===== config.mk =====
export PLATFORM = sky130hd
export DESIGN_NAME = sha256_stream_hasher_top
export DESIGN_NICKNAME = d
export VERILOG_FILES = /design/src/design/sha_pkg.sv /design/src/design/sha_queue.sv /design/src/design/sha_core.sv /design/src/design/sha256_stream_hasher_top.sv
export SDC_FILE = /design/constraint.sdc
export NUM_CORES = 2
export LEC_CHECK = 0
export BUFFER_PORTS_ARGS = -buffer_cell sky130_fd_sc_hd__buf_2
export CORE_ASPECT_RATIO = 1.5
export CORE_MARGIN = 3
export CORE_UTILIZATION = 60
export CTS_CLUSTER_DIAMETER = 100
export DETAILED_ROUTE_END_ITERATION = 12
export GPL_TIMING_DRIVEN = 1
export PLACE_DENSITY = 0.8
export SLEW_MARGIN = 20
export SYNTH_ARGS = -nofsm -noshare
export SYNTH_HDL_FRONTEND = slang
export SYNTH_SLANG_ARGS = --single-unit

===== constraint.sdc =====
create_clock -name i_clk -period 24.6 [get_ports i_clk]
set_input_delay 1.23 -clock i_clk [delete_from_list [all_inputs] [get_ports i_clk]]
set_output_delay 1.23 -clock i_clk [all_outputs]
set_load 0.05 [all_outputs]

===== src/design/sha_pkg.sv =====
`timescale 1ns / 1ps
`default_nettype none
package sha_pkg;
    localparam int QueueDepth = 4;

    typedef struct packed {
        logic       kind;
        logic [7:0] data_byte;
    } t_item;

    localparam logic KindByte = 1'b0;
    localparam logic KindEnd  = 1'b1;

    localparam logic [255:0] InitHash = {
        32'h6a09e667, 32'hbb67ae85, 32'h3c6ef372, 32'ha54ff53a,
        32'h510e527f, 32'h9b05688c, 32'h1f83d9ab, 32'h5be0cd19
    };

    function automatic logic [31:0] round_k(input logic [5:0] t);
        logic [31:0] k;
        unique case (t)
            6'd0: k = 32'h428a2f98; 6'd1: k = 32'h71374491; 6'd2: k = 32'hb5c0fbcf;
            6'd3: k = 32'he9b5dba5; 6'd4: k = 32'h3956c25b; 6'd5: k = 32'h59f111f1;
            6'd6: k = 32'h923f82a4; 6'd7: k = 32'hab1c5ed5; 6'd8: k = 32'hd807aa98;
            6'd9: k = 32'h12835b01; 6'd10: k = 32'h243185be; 6'd11: k = 32'h550c7dc3;
            6'd12: k = 32'h72be5d74; 6'd13: k = 32'h80deb1fe; 6'd14: k = 32'h9bdc06a7;
            6'd15: k = 32'hc19bf174; 6'd16: k = 32'he49b69c1; 6'd17: k = 32'hefbe4786;
            6'd18: k = 32'h0fc19dc6; 6'd19: k = 32'h240ca1cc; 6'd20: k = 32'h2de92c6f;
            6'd21: k = 32'h4a7484aa; 6'd22: k = 32'h5cb0a9dc; 6'd23: k = 32'h76f988da;
            6'd24: k = 32'h983e5152; 6'd25: k = 32'ha831c66d; 6'd26: k = 32'hb00327c8;
            6'd27: k = 32'hbf597fc7; 6'd28: k = 32'hc6e00bf3; 6'd29: k = 32'hd5a79147;
            6'd30: k = 32'h06ca6351; 6'd31: k = 32'h14292967; 6'd32: k = 32'h27b70a85;
            6'd33: k = 32'h2e1b2138; 6'd34: k = 32'h4d2c6dfc; 6'd35: k = 32'h53380d13;
            6'd36: k = 32'h650a7354; 6'd37: k = 32'h766a0abb; 6'd38: k = 32'h81c2c92e;
            6'd39: k = 32'h92722c85; 6'd40: k = 32'ha2bfe8a1; 6'd41: k = 32'ha81a664b;
            6'd42: k = 32'hc24b8b70; 6'd43: k = 32'hc76c51a3; 6'd44: k = 32'hd192e819;
            6'd45: k = 32'hd6990624; 6'd46: k = 32'hf40e3585; 6'd47: k = 32'h106aa070;
            6'd48: k = 32'h19a4c116; 6'd49: k = 32'h1e376c08; 6'd50: k = 32'h2748774c;
            6'd51: k = 32'h34b0bcb5; 6'd52: k = 32'h391c0cb3; 6'd53: k = 32'h4ed8aa4a;
            6'd54: k = 32'h5b9cca4f; 6'd55: k = 32'h682e6ff3; 6'd56: k = 32'h748f82ee;
            6'd57: k = 32'h78a5636f; 6'd58: k = 32'h84c87814; 6'd59: k = 32'h8cc70208;
            6'd60: k = 32'h90befffa; 6'd61: k = 32'ha4506ceb; 6'd62: k = 32'hbef9a3f7;
            6'd63: k = 32'hc67178f2;
            default: k = 32'h0;
        endcase
        return k;
    endfunction

    function automatic logic [31:0] rotr(input logic [31:0] x, input int n);
        return (x >> n) | (x << (32 - n));
    endfunction
endpackage
`default_nettype wire


===== src/design/sha_queue.sv =====
`timescale 1ns / 1ps
`default_nettype none
module sha_queue (
    input  wire logic          i_clk,
    input  wire logic          i_rst_n,
    input  wire logic          i_push,
    input  wire sha_pkg::t_item i_item,
    output logic               o_full,
    input  wire logic          i_pop,
    output sha_pkg::t_item     o_item,
    output logic               o_empty
);
    import sha_pkg::*;
    localparam int Aw = $clog2(QueueDepth);

    t_item             r_mem [QueueDepth];
    logic [Aw-1:0]     r_wr, r_rd;
    logic [Aw:0]       r_cnt;
    logic              w_do_push, w_do_pop;

    assign o_full    = (r_cnt == (Aw+1)'(QueueDepth));
    assign o_empty   = (r_cnt == '0);
    assign o_item    = r_mem[r_rd];
    assign w_do_push = i_push && !o_full;
    assign w_do_pop  = i_pop && !o_empty;

    always_ff @(posedge i_clk) begin
        if (w_do_push) begin
            r_mem[r_wr] <= i_item;
        end
        if (!i_rst_n) begin
            r_wr  <= '0;
            r_rd  <= '0;
            r_cnt <= '0;
        end else begin
            if (w_do_push) r_wr <= r_wr + 1'b1;
            if (w_do_pop) r_rd <= r_rd + 1'b1;
            r_cnt <= r_cnt + (Aw+1)'(w_do_push) - (Aw+1)'(w_do_pop);
        end
    end
endmodule
`default_nettype wire


===== src/design/sha_core.sv =====
`timescale 1ns / 1ps
`default_nettype none
module sha_core (
    input  wire logic           i_clk,
    input  wire logic           i_rst_n,
    input  wire sha_pkg::t_item i_item,
    input  wire logic           i_empty,
    output logic                o_pop,
    output logic [31:0]         o_digest_word,
    output logic                o_last_word,
    output logic                o_empty,
    input  wire logic           i_pop
);
    import sha_pkg::*;

    typedef enum logic [2:0] {
        S_IDLE, S_PAD, S_ROUND, S_FEED, S_EMIT
    } t_state;

    t_state        r_state;
    // The block is held as sixteen big-endian words, filled one byte at a time.
    logic [31:0]   r_buf [16];
    logic [5:0]    r_fill;
    logic [63:0]   r_bits;
    logic [63:0]   r_total;
    logic          r_final;   // block under compression is the last of a message
    logic          r_second;  // a second padding block is still needed
    logic [5:0]    r_pos;
    logic [5:0]    r_t;
    logic [31:0]   r_w [16];
    logic [31:0]   r_v [8];
    logic [255:0]  r_h;
    logic [2:0]    r_oidx;
    logic [31:0]   w_wt, w_wnew, w_t1, w_t2, w_s0, w_s1;
    logic [7:0]    w_pad_byte;
    logic [5:0]    w_lp;

    // The schedule is a 16-word sliding window; word 0 is the current one.
    assign w_s0   = rotr(r_w[1], 7) ^ rotr(r_w[1], 18) ^ (r_w[1] >> 3);
    assign w_s1   = rotr(r_w[14], 17) ^ rotr(r_w[14], 19) ^ (r_w[14] >> 10);
    assign w_wnew = r_w[0] + w_s0 + r_w[9] + w_s1;
    assign w_wt   = r_w[0];
    assign w_t1   = r_v[7] + (rotr(r_v[4], 6) ^ rotr(r_v[4], 11) ^ rotr(r_v[4], 25))
                  + ((r_v[4] & r_v[5]) ^ (~r_v[4] & r_v[6])) + round_k(r_t) + w_wt;
    assign w_t2   = (rotr(r_v[0], 2) ^ rotr(r_v[0], 13) ^ rotr(r_v[0], 22))
                  + ((r_v[0] & r_v[1]) ^ (r_v[0] & r_v[2]) ^ (r_v[1] & r_v[2]));

    assign w_lp = r_pos - 6'd56;
    always_comb begin
        if (r_pos >= 6'd56 && !r_second) begin
            w_pad_byte = r_total[8*(7 - w_lp[2:0]) +: 8];
        end else begin
            w_pad_byte = 8'h00;
        end
    end

    assign o_pop         = (r_state == S_IDLE) && !i_empty;
    assign o_empty       = (r_state != S_EMIT);
    assign o_digest_word = r_h[255 - 32*r_oidx -: 32];
    assign o_last_word   = (r_oidx == 3'd7);

    always_ff @(posedge i_clk) begin
        if (!i_rst_n) begin
            r_state  <= S_IDLE;
            r_fill   <= '0;
            r_bits   <= '0;
            r_h      <= InitHash;
            r_oidx   <= '0;
            r_final  <= 1'b0;
            r_second <= 1'b0;
        end else begin
            unique case (r_state)
                S_IDLE: begin
                    if (o_pop) begin
                        if (i_item.kind == KindByte) begin
                            r_buf[r_fill[5:2]][{~r_fill[1:0], 3'd0} +: 8] <= i_item.data_byte;
                            r_fill        <= r_fill + 1'b1;
                            if (r_fill == 6'd63) begin
                                r_final <= 1'b0;
                                r_t     <= '0;
                                r_pos   <= '0;
                                r_state <= S_ROUND;
                                r_bits  <= r_bits + 64'd512;
                            end
                        end else begin
                            r_buf[r_fill[5:2]][{~r_fill[1:0], 3'd0} +: 8] <= 8'h80;
                            r_total  <= r_bits + {55'd0, r_fill, 3'd0};
                            r_second <= (r_fill >= 6'd56);
                            r_pos    <= r_fill + 1'b1;
                            r_final  <= 1'b1;
                            // With the marker at byte 63 the first block is already full.
                            r_state  <= (r_fill == 6'd63) ? S_ROUND : S_PAD;
                            r_t      <= '0;
                        end
                    end
                end
                S_PAD: begin
                    r_buf[r_pos[5:2]][{~r_pos[1:0], 3'd0} +: 8] <= w_pad_byte;
                    r_pos        <= r_pos + 1'b1;
                    if (r_pos == 6'd63) begin
                        r_state <= S_ROUND;
                        r_t     <= '0;
                    end
                end
                S_ROUND: begin
                    // r_t counts 0..63; loading of the window happens at round 0
                    // through r_pos, which walks the buffer one word per cycle first.
                    if (r_pos[5] == 1'b0 && r_pos[4] == 1'b0 && r_t == 6'd0) begin
                        for (int i = 0; i < 15; i++) r_w[i] <= r_w[i+1];
                        r_w[15] <= r_buf[r_pos[3:0]];
                        if (r_pos[3:0] == 4'd15) begin
                            r_pos <= 6'd32;
                            for (int i = 0; i < 8; i++) r_v[i] <= r_h[255-32*i -: 32];
                        end else begin
                            r_pos <= r_pos + 1'b1;
                        end
                    end else begin
                        r_v[0] <= w_t1 + w_t2;
                        r_v[1] <= r_v[0];
                        r_v[2] <= r_v[1];
                        r_v[3] <= r_v[2];
                        r_v[4] <= r_v[3] + w_t1;
                        r_v[5] <= r_v[4];
                        r_v[6] <= r_v[5];
                        r_v[7] <= r_v[6];
                        for (int i = 0; i < 15; i++) r_w[i] <= r_w[i+1];
                        r_w[15] <= w_wnew;
                        r_t     <= r_t + 1'b1;
                        if (r_t == 6'd63) r_state <= S_FEED;
                    end
                end
                S_FEED: begin
                    for (int i = 0; i < 8; i++) begin
                        r_h[255-32*i -: 32] <= r_h[255-32*i -: 32] + r_v[i];
                    end
                    r_fill <= '0;
                    if (!r_final) begin
                        r_state <= S_IDLE;
                    end else if (r_second) begin
                        r_second <= 1'b0;
                        r_pos    <= '0;
                        r_state  <= S_PAD;
                    end else begin
                        r_oidx  <= '0;
                        r_state <= S_EMIT;
                    end
                end
                S_EMIT: begin
                    if (i_pop) begin
                        r_oidx <= r_oidx + 1'b1;
                        if (r_oidx == 3'd7) begin
                            r_h     <= InitHash;
                            r_bits  <= '0;
                            r_final <= 1'b0;
                            r_state <= S_IDLE;
                        end
                    end
                end
                default: r_state <= S_IDLE;
            endcase
        end
    end
endmodule
`default_nettype wire


===== src/design/sha256_stream_hasher_top.sv =====
`timescale 1ns / 1ps
`default_nettype none
// SHA-256 over a byte stream.
// Input channel: push/full. Each item is a message byte (kind 0) or an
// end-of-message mark (kind 1). A four-entry queue decouples the sender
// from the hashing core.
// Result channel: empty/pop. An end mark yields eight digest words, the most
// significant first, the last one flagged by o_last_word.
// The core takes bytes while idle; the 64th byte of a block starts loading
// of the schedule, the rounds and the feed-forward step.
// An end mark adds padding up to the block end, one or two compressions,
// then the words wait for pop, one per cycle at best.
// Throughput is set by the single round unit; the core takes no byte
// while a block is compressed.
// While the receiver stalls the digest is held and the core takes no item;
// the queue still accepts up to four items.
// Reset (synchronous, active low) restores the initial hash value and
// discards queued items and any partial block.
module sha256_stream_hasher_top (
    input  wire logic        i_clk,
    input  wire logic        i_rst_n,
    input  wire logic        push,
    output logic             full,
    input  wire logic        i_kind,
    input  wire logic [7:0]  i_data_byte,
    output logic             empty,
    input  wire logic        pop,
    output logic [31:0]      o_digest_word,
    output logic             o_last_word
);
    import sha_pkg::*;

    t_item w_in, w_q;
    logic  w_qempty, w_qpop;

    assign w_in.kind      = i_kind;
    assign w_in.data_byte = i_data_byte;

    sha_queue u_queue (
        .i_clk(i_clk), .i_rst_n(i_rst_n), .i_push(push), .i_item(w_in),
        .o_full(full), .i_pop(w_qpop), .o_item(w_q), .o_empty(w_qempty)
    );

    sha_core u_core (
        .i_clk(i_clk), .i_rst_n(i_rst_n), .i_item(w_q), .i_empty(w_qempty),
        .o_pop(w_qpop), .o_digest_word(o_digest_word), .o_last_word(o_last_word),
        .o_empty(empty), .i_pop(pop)
    );

`ifndef SYNTHESIS
    a_no_take_while_emit: assert property (@(posedge i_clk) disable iff (!i_rst_n)
        !empty |-> !w_qpop) else $error("core took an item while emitting");
    a_last_ends: assert property (@(posedge i_clk) disable iff (!i_rst_n)
        (!empty && pop && o_last_word) |=> empty) else $error("digest did not end");
`endif
endmodule
`default_nettype wire

==> flow_summary.yaml <==
drt:
  wirelength_um: 288000
  routed.top_layer: "met5"
  via_per_inst: 6.67
  vias: 67600
  drtPass1Iterations: 8
  drt_iter0_drc: 8162
  drcViolationCount: 0
  route.met2.wl_um: 137000
  routedWlPerCell_um: 28.4
  detail-route-antenna-nets: 0
  wl_met3_um: 25900
  met1Wirelength_um: 102000
grt:
  grt_pass1_vias: 66800
  antenna_found_initial: 14
  grt_pass1_wl_um: 426000
  grt_start_max_net_pins: 219
  grt_usage: 0.352
  grt-ovfl-total: 0
placement:
  dpl.hpwl_um: 199000
  port_buffers: 47
  gp_congestion: 1.02
  numPlacedInstances: 9825
die:
  dieArea_um2: 163000
  start_util: 0.605
  coreArea_um2: 157000
  ios: 48
  die_x_um: 331
  rows: 178
  die_h_um: 493
clocking:
  cts.repair.resized: 0
  cts_tree: "done"
  clockRootBuffer: "clkbuf_16"
  clkSinkCount: 1759
  clk_latency_ns: 0.84
  cts_setup_buffers: 0
  htreeDepth: 4
  clk_path_buf_depth: 3
  holdBufCountCts: 0
  cts_buffers: 163
  cts.clk_slew.worst_paths_ns: 0.07
synth:
  syn_nets: 8691
  avgSynthCellArea_um2: 11.8
  netlist.area_leader.share: 0.439
  synthesis.area_um2: 94900
  synth_xor_area_frac: 0.0563
  synthTopCellsByCount: "edfxtp_1 (1389), nand2_1 (855), inv_1 (465), o21ai_0 (442), nor2_1 (441)"
  synth_seq_cells: 1759
  synthMuxAreaShare: 0.0767
  yosysUniqueCellTypes: 107
  synth_area_leaders: "edfxtp_1 (44%), dfxtp_1 (7.8%), mux4_2 (5.8%)"
  synthAdderAreaFrac: 0.0975
  synth_top_family_by_area: "compound AO/OA/AOI/OAI gates"
  yosysTopAreaCell: "edfxtp_1"
  synthCells: 8073
  synthFlopType: "edfxtp_1"
  async_reset_ff_frac: 0
  synth_compound_area_frac: 0.117
  yosysWarnings: 0
  synth_most_common_cell: "edfxtp_1"
  yosys.area_share.simple: 0.0980
  synth_edf_count: 1389
  yosysSeqAreaShare: 0.517
timing:
  period_minus_slack_ns: 8.50
  slew_headroom: 0.187
  report.final.slew_viol_count: 0
  tightest_slew_ns: 1.22
  timing_hold_violations_final: 0
  fmax_mhz: 118
  finClkSkew_ns: 0.0460
  rsz0062_at_grt: "false"
  setup_violations: 0
  fin_crit_sh: 0.346
  fin_tns_setup_ns: 0
setup_path:
  slowest_delay_ns: 0.77
  startpoint_type: "register"
  crit_arrival_ns: 9.04
  critical_path_class: "reg -> reg"
  critPathRequiredTime_ns: 25.14
  cp_slowest_cell: "a211oi_1"
  crit_family: "compound AO/OA/AOI/OAI gates"
  path_buf_inv: 4
  cp_max_fo: 6
  end_kind: "register"
cells_and_area:
  syn_to_final_growth_pct: 7.93
  nNetsFinal: 8541
  drive_gt1_frac: 0.106
  nFillCells: 11300
  final_cell_count_no_fill: 10100
hold_path:
  hp-class: "reg -> reg"
status:
  outcome: "completed"
run:
  drv_cap: 0
## cell families after synthesis
group,count (synthesis)
buffers and inverters,900
multiplexers,402
AO/OA/AOI/OAI,1744
flip-flops,1759
XOR/XNOR,610
adder cells (fa/ha/maj),627
AND/OR/NAND/NOR,2031
## layer usage
layer | vias to the layer above | GRT usage
li1 | 29100 | -
met1 | 33200 | 0.440
met2 | 4193 | 0.570
met3 | 1057 | 0.0569
met4 | 4 | 0.232
met5 | - | 0
## metrics by stage
step	utilization	instance area, um^2	hold slack, ns	worst slack, ns
floorplan	-	94900	0.400	3.98
global route	0.653	102000	0.405	15.60
detailed placement	0.616	96700	0.405	16.14
finish	0.653	102000	0.404	16.10
global placement	0.616	96700	0.400	16.20
CTS	0.652	102000	0.398	16.09
## placed cells by master, fill, tap and decap left out, types with 57 or more instances in the layout
cell / count
and3_1: 61
mux4_2: 245
and2_1: 67
nor2_1: 438
clkbuf_16: 166
o211ai_1: 57
mux2_2: 129
nor2b_1: 70
o21ai_0: 442
dfxtp_1: 364
xnor2_1: 386
a31oi_1: 65
nand2b_1: 69
a21o_1: 168
inv_1: 465
fa_1: 196
a21oi_1: 431
nand3_1: 161
buf_4: 61
nand2_1: 848
edfxtp_1: 1389
ha_1: 409
o21a_1: 60
o22ai_1: 59
xor2_1: 224
a211oi_1: 76
nor3_1: 113
## sequential cells by signal, summed over array words and instances (netlist names), 3 cells and up, named ones only
signal          count
u_core.r_buf      512
u_core.r_w        512
u_core.r_h        256
u_core.r_v        256
u_core.r_total     61
u_core.r_bits      55
u_queue.r_mem      36
u_core.r_fill       6
u_core.r_pos        6
u_core.r_t          6
u_core.r_oidx       3
u_core.r_state      3
u_queue.r_cnt       3
## final timing paths
check        depth (start not counted)               from  slack, ns           endpoint
max                                 29   u_core.r_w[0][2]      16.10  u_core.r_v[0][29]
min                                  0  u_core.r_w[6][20]       0.40  u_core.r_w[5][52]
max reg2reg                         29   u_core.r_w[0][2]      16.10  u_core.r_v[0][29]
min reg2reg                          0  u_core.r_w[6][20]       0.40  u_core.r_w[5][52]
## final cells by class
class / count / area, um^2 / share of cell area
timing repair buffer: 115 / 818 / 0.00799
inverter: 470 / 1770 / 0.0173
multi-input combinational: 5414 / 42400 / 0.414
tap: 2070 / 2590 / 0.0253
antenna: 2 / 5.00 / 0.0000488
sequential: 1759 / 49100 / 0.479
clock buffer: 195 / 4310 / 0.0421
clock inverter: 109 / 1400 / 0.0137
Power is not shown: default switching activity piles up to over one toggle a cycle in this logic, so the estimate is an artifact.
